File: config.mk
export PLATFORM = sky130hd
export DESIGN_NAME = led_strip_pixel_buffer
export DESIGN_NICKNAME = d
export VERILOG_FILES = /design/src/rtl/lspb_pkg.sv /design/src/rtl/led_strip_pixel_buffer.sv
export SDC_FILE = /design/constraint.sdc
export NUM_CORES = 2
export LEC_CHECK = 0
export BUFFER_PORTS_ARGS = -buffer_cell sky130_fd_sc_hd__buf_2
export CAP_MARGIN = 10
export CORE_MARGIN = 4
export CORE_UTILIZATION = 62
export CTS_CLUSTER_DIAMETER = 60
export DETAILED_ROUTE_END_ITERATION = 10
export PLACE_DENSITY_LB_ADDON = 0.08
export SETUP_SLACK_MARGIN = 0.02
export SLEW_MARGIN = 25
export SYNTH_ARGS = -nofsm -noshare
export SYNTH_HDL_FRONTEND = slang
export SYNTH_SLANG_ARGS = --single-unit
export TNS_END_PERCENT = 5
File: constraint.sdc
create_clock -name i_clk -period 6.8 [get_ports i_clk]
set_clock_uncertainty 0.15 [all_clocks]
set_input_delay 0.68 -clock i_clk [delete_from_list [all_inputs] [get_ports i_clk]]
set_output_delay 0.68 -clock i_clk [all_outputs]
set_load 0.03 [all_outputs]
File: src/rtl/lspb_pkg.sv
// Package for the LED strip pixel buffer: operation and state types,
// configuration register indexes, field widths and the divide-by-255 helper.
// No dependencies.
package lspb_pkg;

    localparam int MAX_PIXELS_DEF = 64;
    localparam int OP_W           = 2;
    localparam int IDX_W          = 6;
    localparam int CNT_W          = 7;
    localparam int BYTE_W         = 8;
    localparam int PIX_W          = 3 * BYTE_W;
    localparam int PROD_W         = 2 * BYTE_W;
    localparam int CFG_IDX_W      = 2;
    localparam int CFG_DATA_W     = 8;

    localparam logic [CNT_W-1:0]  PIXELS_RST     = 7'd64;
    localparam logic [BYTE_W-1:0] BRIGHTNESS_RST = 8'd255;
    localparam logic [PROD_W-1:0] ROUND_ADD      = 16'd127;

    localparam logic [CFG_IDX_W-1:0] CFG_PIXELS     = 2'd0;
    localparam logic [CFG_IDX_W-1:0] CFG_BRIGHTNESS = 2'd1;
    localparam logic [CFG_IDX_W-1:0] CFG_GRB        = 2'd2;

    typedef enum logic [OP_W-1:0] {
        OP_SET  = 2'd0,
        OP_GET  = 2'd1,
        OP_FILL = 2'd2,
        OP_SHOW = 2'd3
    } t_op;

    typedef enum logic [1:0] {
        ST_IDLE,
        ST_FILL,
        ST_SHOW
    } t_state;

    // exact floor(x / 255) for 16-bit x up to 65279, where the quotient fits in 8 bits
    function automatic logic [BYTE_W-1:0] div255(input logic [PROD_W-1:0] x);
        logic [PROD_W-1:0] s;
        s = x + {{BYTE_W{1'b0}}, x[PROD_W-1:BYTE_W]} + PROD_W'(1);
        return s[PROD_W-1:BYTE_W];
    endfunction

endpackage

File: src/rtl/led_strip_pixel_buffer.sv
// LED strip pixel buffer: set, get, fill and show over a 24-bit pixel memory.
// Depends on lspb_pkg.
// Set and get: one item per cycle while idle and the output side is ready; the result passes
// the read, scale and output registers in turn. Fill: one memory write per cycle, one acknowledge item.
// Show: one memory read and one result per cycle over the active pixels while the
// output side is ready. Stalls set by the output register.
// Reset clears the per-entry valid bits, so the store reads black at once.
module led_strip_pixel_buffer #(
    parameter int MAX_PIXELS = lspb_pkg::MAX_PIXELS_DEF
) (
    input  logic                             i_clk,
    input  logic                             i_rst_n,
    input  logic                             i_cfg_we,
    input  logic [lspb_pkg::CFG_IDX_W-1:0]   i_cfg_index,
    input  logic [lspb_pkg::CFG_DATA_W-1:0]  i_cfg_data,
    input  logic                             i_in_valid,
    output logic                             o_in_ready,
    input  logic [lspb_pkg::OP_W-1:0]        i_operation,
    input  logic [lspb_pkg::IDX_W-1:0]       i_pixel_index,
    input  logic [lspb_pkg::BYTE_W-1:0]      i_red_value,
    input  logic [lspb_pkg::BYTE_W-1:0]      i_green_value,
    input  logic [lspb_pkg::BYTE_W-1:0]      i_blue_value,
    output logic                             o_out_valid,
    input  logic                             i_out_ready,
    output logic                             o_status,
    output logic [lspb_pkg::BYTE_W-1:0]      o_first_byte,
    output logic [lspb_pkg::BYTE_W-1:0]      o_second_byte,
    output logic [lspb_pkg::BYTE_W-1:0]      o_third_byte,
    output logic                             o_last_of_run
);
    import lspb_pkg::*;

    localparam int ADDR_W = (MAX_PIXELS > 1) ? $clog2(MAX_PIXELS) : 1;

    t_state              r_state, n_state;
    logic [ADDR_W-1:0]   r_cursor, n_cursor;
    logic [CNT_W-1:0]    r_pixels_in_use;
    logic [BYTE_W-1:0]   r_brightness;
    logic                r_grb_order;
    logic [CNT_W-1:0]    act_last;
    logic                cur_last;
    logic                adv;
    logic                accept;
    logic                in_range;
    t_op                 in_op;
    logic [PIX_W-1:0]    in_colour;
    logic [PIX_W-1:0]    r_fill_colour;

    logic [PIX_W-1:0]    mem [MAX_PIXELS];
    logic [MAX_PIXELS-1:0] r_valid;
    logic                mem_we;
    logic [ADDR_W-1:0]   mem_waddr;
    logic [PIX_W-1:0]    mem_wdata;
    logic                rd_en;
    logic [ADDR_W-1:0]   rd_addr;
    logic [PIX_W-1:0]    r_rd_data;
    logic                r_rd_hit;

    logic                push;
    t_op                 push_op;
    logic                push_status;
    logic                push_last;

    logic                r_s1_vld;
    t_op                 r_s1_op;
    logic                r_s1_status;
    logic                r_s1_last;
    logic [PIX_W-1:0]    s1_pix;

    logic                r_s2_vld;
    t_op                 r_s2_op;
    logic                r_s2_status;
    logic                r_s2_last;
    logic [PIX_W-1:0]    r_s2_pix;
    logic [PROD_W-1:0]   r_s2_prod_r, r_s2_prod_g, r_s2_prod_b;

    logic [BYTE_W-1:0]   sc_r, sc_g, sc_b;
    logic [BYTE_W-1:0]   n_first, n_second, n_third;

    logic                r_out_valid;
    logic                r_out_status;
    logic [BYTE_W-1:0]   r_out_first, r_out_second, r_out_third;
    logic                r_out_last;

    assign in_op     = t_op'(i_operation);
    assign in_colour = {i_red_value, i_green_value, i_blue_value};
    assign adv       = !r_out_valid || i_out_ready;
    assign o_in_ready = (r_state == ST_IDLE) && adv;
    assign accept    = i_in_valid && o_in_ready;

    always_comb begin
        if (r_pixels_in_use == '0) begin
            act_last = '0;
        end else if (r_pixels_in_use > CNT_W'(MAX_PIXELS)) begin
            act_last = CNT_W'(MAX_PIXELS - 1);
        end else begin
            act_last = r_pixels_in_use - CNT_W'(1);
        end
    end

    assign in_range = CNT_W'(i_pixel_index) <= act_last;
    assign cur_last = CNT_W'(r_cursor) == act_last;

    // configuration
    always_ff @(posedge i_clk) begin
        if (!i_rst_n) begin
            r_pixels_in_use <= PIXELS_RST;
            r_brightness    <= BRIGHTNESS_RST;
            r_grb_order     <= 1'b0;
        end else if (i_cfg_we) begin
            unique case (i_cfg_index)
                CFG_PIXELS:     r_pixels_in_use <= i_cfg_data[CNT_W-1:0];
                CFG_BRIGHTNESS: r_brightness    <= i_cfg_data[BYTE_W-1:0];
                CFG_GRB:        r_grb_order     <= i_cfg_data[0];
                default: ;
            endcase
        end
    end

    // next state
    always_comb begin
        n_state = r_state;
        unique case (r_state)
            ST_IDLE: begin
                if (accept && in_op == OP_FILL) begin
                    n_state = ST_FILL;
                end else if (accept && in_op == OP_SHOW) begin
                    n_state = ST_SHOW;
                end
            end
            ST_FILL, ST_SHOW: begin
                if (cur_last && adv) begin
                    n_state = ST_IDLE;
                end
            end
            default: n_state = ST_IDLE;
        endcase
    end

    // state outputs
    always_comb begin
        mem_we      = 1'b0;
        mem_waddr   = r_cursor;
        mem_wdata   = r_fill_colour;
        rd_en       = 1'b0;
        rd_addr     = r_cursor;
        push        = 1'b0;
        push_op     = OP_SET;
        push_status = 1'b0;
        push_last   = 1'b1;
        n_cursor    = r_cursor;
        unique case (r_state)
            ST_IDLE: begin
                n_cursor = '0;
                if (accept) begin
                    unique case (in_op)
                        OP_SET: begin
                            mem_we      = in_range;
                            mem_waddr   = i_pixel_index[ADDR_W-1:0];
                            mem_wdata   = in_colour;
                            push        = 1'b1;
                            push_op     = OP_SET;
                            push_status = !in_range;
                        end
                        OP_GET: begin
                            rd_en       = in_range;
                            rd_addr     = i_pixel_index[ADDR_W-1:0];
                            push        = 1'b1;
                            push_op     = OP_GET;
                            push_status = !in_range;
                        end
                        default: ;
                    endcase
                end
            end
            ST_FILL: begin
                mem_we  = 1'b1;
                push_op = OP_FILL;
                if (!cur_last) begin
                    n_cursor = r_cursor + ADDR_W'(1);
                end else if (adv) begin
                    push     = 1'b1;
                    n_cursor = '0;
                end
            end
            ST_SHOW: begin
                push_op   = OP_SHOW;
                push_last = cur_last;
                if (adv) begin
                    rd_en    = 1'b1;
                    push     = 1'b1;
                    n_cursor = cur_last ? '0 : r_cursor + ADDR_W'(1);
                end
            end
            default: ;
        endcase
    end

    always_ff @(posedge i_clk) begin
        if (!i_rst_n) begin
            r_state  <= ST_IDLE;
            r_cursor <= '0;
        end else begin
            r_state  <= n_state;
            r_cursor <= n_cursor;
        end
    end

    always_ff @(posedge i_clk) begin
        if (accept && in_op == OP_FILL) begin
            r_fill_colour <= in_colour;
        end
    end

    // pixel memory
    always_ff @(posedge i_clk) begin
        if (mem_we) begin
            mem[mem_waddr] <= mem_wdata;
        end
        if (rd_en) begin
            r_rd_data <= mem[rd_addr];
        end
    end

    always_ff @(posedge i_clk) begin
        if (!i_rst_n) begin
            r_valid  <= '0;
            r_rd_hit <= 1'b0;
        end else begin
            if (mem_we) begin
                r_valid[mem_waddr] <= 1'b1;
            end
            if (rd_en) begin
                r_rd_hit <= r_valid[rd_addr];
            end
        end
    end

    assign s1_pix = r_rd_hit ? r_rd_data : '0;

    // pipeline: read, scale, output register
    always_ff @(posedge i_clk) begin
        if (!i_rst_n) begin
            r_s1_vld    <= 1'b0;
            r_s2_vld    <= 1'b0;
            r_out_valid <= 1'b0;
        end else if (adv) begin
            r_s1_vld    <= push;
            r_s2_vld    <= r_s1_vld;
            r_out_valid <= r_s2_vld;
        end
    end

    always_ff @(posedge i_clk) begin
        if (adv) begin
            r_s1_op     <= push_op;
            r_s1_status <= push_status;
            r_s1_last   <= push_last;

            r_s2_op     <= r_s1_op;
            r_s2_status <= r_s1_status;
            r_s2_last   <= r_s1_last;
            r_s2_pix    <= s1_pix;
            r_s2_prod_r <= PROD_W'(s1_pix[PIX_W-1:2*BYTE_W]) * PROD_W'(r_brightness)
                           + ROUND_ADD;
            r_s2_prod_g <= PROD_W'(s1_pix[2*BYTE_W-1:BYTE_W]) * PROD_W'(r_brightness)
                           + ROUND_ADD;
            r_s2_prod_b <= PROD_W'(s1_pix[BYTE_W-1:0]) * PROD_W'(r_brightness)
                           + ROUND_ADD;

            r_out_status <= r_s2_status;
            r_out_last   <= r_s2_last;
            r_out_first  <= n_first;
            r_out_second <= n_second;
            r_out_third  <= n_third;
        end
    end

    assign sc_r = div255(r_s2_prod_r);
    assign sc_g = div255(r_s2_prod_g);
    assign sc_b = div255(r_s2_prod_b);

    always_comb begin
        n_first  = '0;
        n_second = '0;
        n_third  = '0;
        case (r_s2_op)
            OP_SHOW: begin
                n_first  = r_grb_order ? sc_g : sc_r;
                n_second = r_grb_order ? sc_r : sc_g;
                n_third  = sc_b;
            end
            OP_GET: begin
                if (!r_s2_status) begin
                    n_first  = r_s2_pix[PIX_W-1:2*BYTE_W];
                    n_second = r_s2_pix[2*BYTE_W-1:BYTE_W];
                    n_third  = r_s2_pix[BYTE_W-1:0];
                end
            end
            default: ;
        endcase
    end

    assign o_out_valid   = r_out_valid;
    assign o_status      = r_out_status;
    assign o_first_byte  = r_out_first;
    assign o_second_byte = r_out_second;
    assign o_third_byte  = r_out_third;
    assign o_last_of_run = r_out_last;

    a_no_rw_overlap: assert property (@(posedge i_clk) disable iff (!i_rst_n)
        !(mem_we && rd_en))
        else $error("memory write and read in the same cycle");

    a_cursor_bound: assert property (@(posedge i_clk) disable iff (!i_rst_n)
        (r_state != ST_IDLE) |-> (CNT_W'(r_cursor) <= act_last))
        else $error("walk cursor past the last active pixel");

    a_idle_cursor: assert property (@(posedge i_clk) disable iff (!i_rst_n)
        (r_state == ST_IDLE) |-> (r_cursor == '0))
        else $error("walk cursor not parked while idle");

endmodule
Yosys cells after proc, flatten, opt, wreduce, memory -nomap -nowiden --
Memories as Yosys holds them, arrays and structs flattened. A register that Yosys moved wholly into a read port is not among the register bits. Index checks and enable logic that the tools add are counted.
Cells by class: reductions and logical operators 22, $lt $le $gt $ge 5, eq/ne operators 14, mux-type cells 49, add/sub/neg operators 11, bitwise gates (word level) 1, multiply operators 3
Operators by type and width (count):
- $mux 24 | 4
- $or 64x64->64 | 1
- $mux 6 | 10
- $add 16x1->16 const B | 3
- $add 16x7->16 const B | 3
- $add 16x8->16 | 3
- $mul 8x8->16 | 3
- $pmux 8 s2 | 3
- $mux 8 | 5
- $pmux 6 s3 | 1
- $lt 6x7->1 const B | 2
- $mux 1 | 14
- $mux 7 | 2
- $eq 2x2->1 const B | 5
- $eq 2x1->1 const B | 4
- $reduce_and 2->1 | 4
- $eq 6x7->1 | 1
- $gt 7x7->1 const B | 1
- $le 6x7->1 | 1
- $logic_not 7->1 | 1
- $sub 7x1->7 const B | 1
- $add 6x1->6 const B | 1
- $bmux 1 s6 | 1
- $demux 1 s6 | 1
- 16 further kinds | 30
Storage, ports and cells: output and inout port bits 28, word-level logic and storage cells 132, register bits 222, memories 1, input port bits 47, bits in writable memories 1536
Memory list:
- mem | words 64, bits a word 24, rd ports 1, clocked after Yosys merged registers in 1, write ports 1, line led_strip_pixel_buffer.sv:49 | logic [PIX_W-1:0] mem [MAX_PIXELS];

Longest topological paths before layout --
depth in word-level cells 11, depth in mapped cells 20, mapped depth without buffers 18

Worst setup path before layout --
No wires, ideal clock.
path kind register to register, start register r_pixels_in_use[0], end memory mem[6][0] (netlist bit), enable pin, clock period less this slack 5.622 ns, cell stages (with the launch flop) 17, library setup time 0.435 ns, setup slack 1.178 ns, required time 6.215 ns, arrival time 5.037 ns, path buffers 2, cell sequence dfxtp_1 > clkbuf_1 > inv_1 > ha_1 > nand2b_1 > nor2_1 > maj3_1 > ha_1 > nor2b_1 > o21a_1 > o21a_1 > o21a_1 > o21a_1 > o22ai_1 > a31oi_1 > clkbuf_1 > nor3_1
On the way: word-level cells in the longest chain between the ends 9, elaborated cells on any way between the ends 11, classes of those cells add/sub (1); order compare (2); mux (7); reduce/logical (1)
RTL lines:
- start: declaration | line led_strip_pixel_buffer.sv:37 | logic [CNT_W-1:0] r_pixels_in_use;
- start signal: assignment | line led_strip_pixel_buffer.sv:112 | CFG_PIXELS: r_pixels_in_use <= i_cfg_data[CNT_W-1:0];
- $sub 7x1->7 / $gt 7x7->1 (equally long branches) | line led_strip_pixel_buffer.sv:97, led_strip_pixel_buffer.sv:94
- $mux 7 | line led_strip_pixel_buffer.sv:94 | end else if (r_pixels_in_use > CNT_W'(MAX_PIXELS)) begin
- $mux 7 * | line led_strip_pixel_buffer.sv:92 | if (r_pixels_in_use == '0) begin
- $le 6x7->1 * | line led_strip_pixel_buffer.sv:101 | assign in_range = CNT_W'(i_pixel_index) <= act_last;
- $mux 1 * | line led_strip_pixel_buffer.sv:156 | unique case (in_op)
- $mux 1 * | line led_strip_pixel_buffer.sv:155 | if (accept) begin
- $pmux 1 s2 * | line led_strip_pixel_buffer.sv:152 | unique case (r_state)
- $mux 1 * | line led_strip_pixel_buffer.sv:217 | if (mem_we) begin
- $mux 1 (not written as such) * | line led_strip_pixel_buffer.sv:218 | mem[mem_waddr] <= mem_wdata;
- end: declaration | line led_strip_pixel_buffer.sv:49
Every way passes the cells marked *; elsewhere a longest branch is shown, timed or not.

Worst setup path after layout --
start register r_rd_hit, end register r_s2_prod_b[14], data pin
On the way: word-level cells in the longest chain between the ends 3
RTL lines:
- start: declaration | line led_strip_pixel_buffer.sv:57 | logic r_rd_hit;
- start signal: assignment | line led_strip_pixel_buffer.sv:234 | r_rd_hit <= r_valid[rd_addr];
- $mux 24 | line led_strip_pixel_buffer.sv:239 | assign s1_pix = r_rd_hit ? r_rd_data : '0;
- via s1_pix[3] | line led_strip_pixel_buffer.sv:68 | logic [PIX_W-1:0] s1_pix;
- $mul 8x8->16 | line led_strip_pixel_buffer.sv:268 | r_s2_prod_b <= PROD_W'(s1_pix[BYTE_W-1:0]) * PROD_W'(r_brightness)
- $add 16x7->16 | line led_strip_pixel_buffer.sv:269 | + ROUND_ADD;
- end signal: assignment | line led_strip_pixel_buffer.sv:268
- end: declaration | line led_strip_pixel_buffer.sv:75 | logic [PROD_W-1:0] r_s2_prod_r, r_s2_prod_g, r_s2_prod_b;
The timed path passes the listed nets, and every way through them passes these cells. A chain may end at the register's enable or synchronous reset.

==> out/metrics.csv <==
stage,metric,value,unit
die,core area,122000,um2
route,M1 WL,76700,um
hold_path,worst min-delay path class,input pin to flop,
placement,routability congestion estimate,0.901,
cells_and_area,final-layout fill cell count,8051,
cells_and_area,Synth-to-Final Area Change,11.8,%
placement,# port buffers,74,
critical_path,CP arrival,5.96,ns
critical_path,"Largest delay share family, worst path",adder cells,
cts,Worst-path clk slew,0.06,ns
global_routing,global-route wire length before repair,296000,um
pwr,"Power, Total",27.1,mW
logic_synthesis,top-area cell type share of the netlist area,66.1,%
logic_synthesis,largest family of logic cells by synthesized area,simple AND/OR/NAND/NOR gates,
cts,setup bufs post-CTS,0,
logic_synthesis,most common flop cell mapped by yosys,edfxtp_1,
die,number of cell rows,128,
critical_path,WP buf/inv,4,
sta,fmax,179,MHz
route,Met2 Wirelength,94200,um
cts,# resized after CTS,0,
logic_synthesis,largest area contributor in the netlist,edfxtp_1,
pwr,Max VDD drop,0.000255,V
logic_synthesis,largest cells by area after synthesis,"edfxtp_1, mux4_2, nand2_1",
sta,Final Max Tran Viols,0,
cts,"Clk Latency, worst-skew pair",0.79,ns
sta,Setup-failing EPs final,0,
critical_path,CP Max Fanout,52,
logic_synthesis,Synth Area in Simple Gates,12.0,%
cells_and_area,Final Net Count,5817,
critical_path,critical path class,flop to flop,
route,drc violations,0,
logic_synthesis,#FFs+latches synth,1782,
logic_synthesis,Synth cell types,83,
flow_run,max-cap check violation count,0,
cts,CTS Buf Count,179,
cts,CTS Buffer Depth,3,
critical_path,Crit-path slowest cell,dfxtp_2,
route,Pre-antenna DRT Iters,8,
logic_synthesis,Syn Area/Cell,14.3,um2
sta,Period minus WS final,5.59,ns
critical_path,crit path capture type,flop,
cts,Clock Sinks,1782,
route,vias per inst,6.40,
route,Final ANT Viol Nets,0,
placement,dpl ws,1.24,ns
sta,Fin. Hold Viols,0,
logic_synthesis,post-synth net total,5667,
cts,CTS Root Cell,clkbuf_16,
sta,unrepaired setup endpoints after global routing,no,
route,Vias,46564,
sta,Fin Setup TNS,0,ns
critical_path,max incr delay on CP,0.80,ns
die,Die Ht,360,um
critical_path,crit start category,flop,
logic_synthesis,mux cell area share after synthesis,6.21,%
logic_synthesis,"Async S/R FF share, synth",0,%
route,wire length on met3,19500,um
logic_synthesis,Ys Warns,0,
cts,CTS tree,built,
pwr,Power Dens Cells,315,nW/um2
cts,CTS Hold Bufs,30,
logic_synthesis,Post-Syn Instances,5359,
global_routing,initial antenna violation count,6,
global_routing,pin count of the biggest net entering global routing,101,
global_routing,number of global-route vias before repair,45409,
cells_and_area,Post-Layout Cell Count,7276,
logic_synthesis,post-synthesis cell area,76800,um2
run_status,status,"complete, no violations",
cts,Max H-tree Level,4,
sta,Slew @ Worst Pin,1.11,ns
logic_synthesis,Post-Synth Adder-Cell Area,5.50,%
placement,Detail Placement HPWL,119000,um
sta,fin crit share,82.2,%
pwr,LEAKAGE,30.1,nW
route,Top Metal Used,met5,
logic_synthesis,XOR/XNOR share of the synthesized area,0.684,%
die,Total Die Area,130000,um2
logic_synthesis,number of synthesized flops with an enable pin,1690,
route,Avg WL per Cell,27.3,um
global_routing,"Remaining Overflow, GRT",0,
critical_path,worst path cell trace,buf_4 -> and2_1 -> nand2_1 -> fa_1 -> inv_1 -> ha_1 -> fa_1 -> inv_1 -> fa_1 -> inv_1 -> ha_1 -> nor2b_1 -> o21ai_0 -> a21oi_1 -> o21ai_0 -> a21oi_1 -> and4_1 -> o31ai_1 -> xnor2_1,
route,routed wire length,198000,um
die,Horiz. Die Dim,360,um
die,effective utilization at floorplan,62.8,%
cells_and_area,ratio of cells with drive above 1 in the final layout,14.7,%
placement,Placed Instances,6923,
die,number of I/O pins,75,
critical_path,required time at the worst-slack endpoint,7.18,ns
global_routing,Tot GR Track Use,30.7,%
sta,Slew headroom,25.6,%
logic_synthesis,register area share after synthesis,68.5,%
logic_synthesis,complex-gate fraction of the synthesized area,4.18,%
route,1st-iter DRT viols,6047,
sta,final setup margin,1.21,ns
-- metrics by stage --
step / hold slack (ns) / utilization, % / cell area [um2]
after global routing: 0.0531 / 70.2 / 85900
final: 0.0538 / 70.2 / 85900
after detailed placement: 0.255 / 65.4 / 80000
after CTS: 0.00481 / 70.2 / 85900
after global placement: 0.254 / 65.4 / 80000
after floorplan: 0.250 / - / 76800
-- cells in the mapped netlist (92+ instances only) --
cell type / n
clkbuf_1: 195
ha_1: 135
edfxtp_1: 1690
a22oi_1: 99
and3_1: 120
nand2_1: 1096
inv_1: 218
a31oi_1: 106
nand4_1: 107
nand3_1: 418
fa_1: 126
o21ai_0: 95
dfxtp_1: 92
mux4_2: 193
-- cells in the final DEF, fill, tap and decap left out, drive strengths merged, types with 33 or more instances in the layout --
master	instances
edfxtp	1690
nand2	1098
nand3	420
buf	250
clkbuf	229
inv	225
mux4	193
ha	135
fa	126
and3	120
nand4	108
a31oi	106
a22oi	99
o21ai	99
dfxtp	92
nor3	90
clkinv	67
nor2	58
a21oi	45
xnor2	33
and2	33
-- flip-flops by register name (all words and copies together), names as in the netlist, 2 cells and up --
signal	cells
r_pixels_in_use	7
o_third_byte	8
r_s1_op	2
r_s2_pix	24
o_second_byte	8
r_state	2
r_s2_op	2
r_brightness	8
r_cursor	6
r_s2_prod_b	16
r_fill_colour	24
r_rd_data	24
r_valid	64
o_first_byte	8
mem	1536
r_s2_prod_r	16
r_s2_prod_g	16
-- final cells by class --
type / count / area, um2 / share of cell area, %
Sequential cell: 1782 / 52600 / 61.2
Antenna cell: 4 / 10.0 / 0.0117
Clock inverter: 90 / 826 / 0.961
Inverter: 219 / 825 / 0.960
Tap cell: 1625 / 2030 / 2.37
Multi-Input combinational cell: 3047 / 22600 / 26.3
Timing Repair Buffer: 280 / 2270 / 2.64
Clock buffer: 229 / 4790 / 5.58
-- routing by layer --
metal  track usage [%]  vias up
met5                 0        -
met4              11.4        4
met3              6.07      390
met2              48.7     2378
met1              43.1    23462
li1                  -    20330
-- worst reg2reg max path: cells and delay by family (launching register included) --
kind	cells	cell delay [ns]
adder cells (fa/ha/maj)	5	2.15
AO/OA/AOI/OAI	5	0.91
flip-flops	1	0.80
AND/OR/NAND/NOR	4	0.70
buffers and inverters	4	0.52
XOR/XNOR	1	0.10
-- power breakdown --
group / switching [mW] / internal (mW) / leakage (nW)
registers: 0.216 / 12.6 / 16.2
clock network: 4.06 / 5.43 / 2.73
logic: 3.19 / 1.61 / 11.2
total: 7.47 / 19.6 / 30.1
-- worst paths after layout --
path	start	to	slack [ns]	cells after the start
worst max-delay path	r_rd_hit$_SDFFE_PN0P_	r_s2_prod_b[14]$_DFFE_PN_	1.21	19
worst min-delay path	i_cfg_data[2]	r_pixels_in_use[2]$_SDFFE_PN0P_	0.05	3
worst min register to register	r_s1_last$_SDFFCE_PN1N_	r_s2_last$_DFFE_PN_	0.27	0
worst max register to register	r_rd_hit$_SDFFE_PN0P_	r_s2_prod_b[14]$_DFFE_PN_	1.21	19
-- logic make-up after synthesis --
logic type | after synthesis
DFF | 1782
adders and majority gates | 262
muxes | 234
buffers and inverters | 530
and+or+nand+nor | 2018
xor gates and xnor gates | 60
AOI/OAI and AO/OA | 473
No activity file was read; power rests on OpenSTA's default activity.
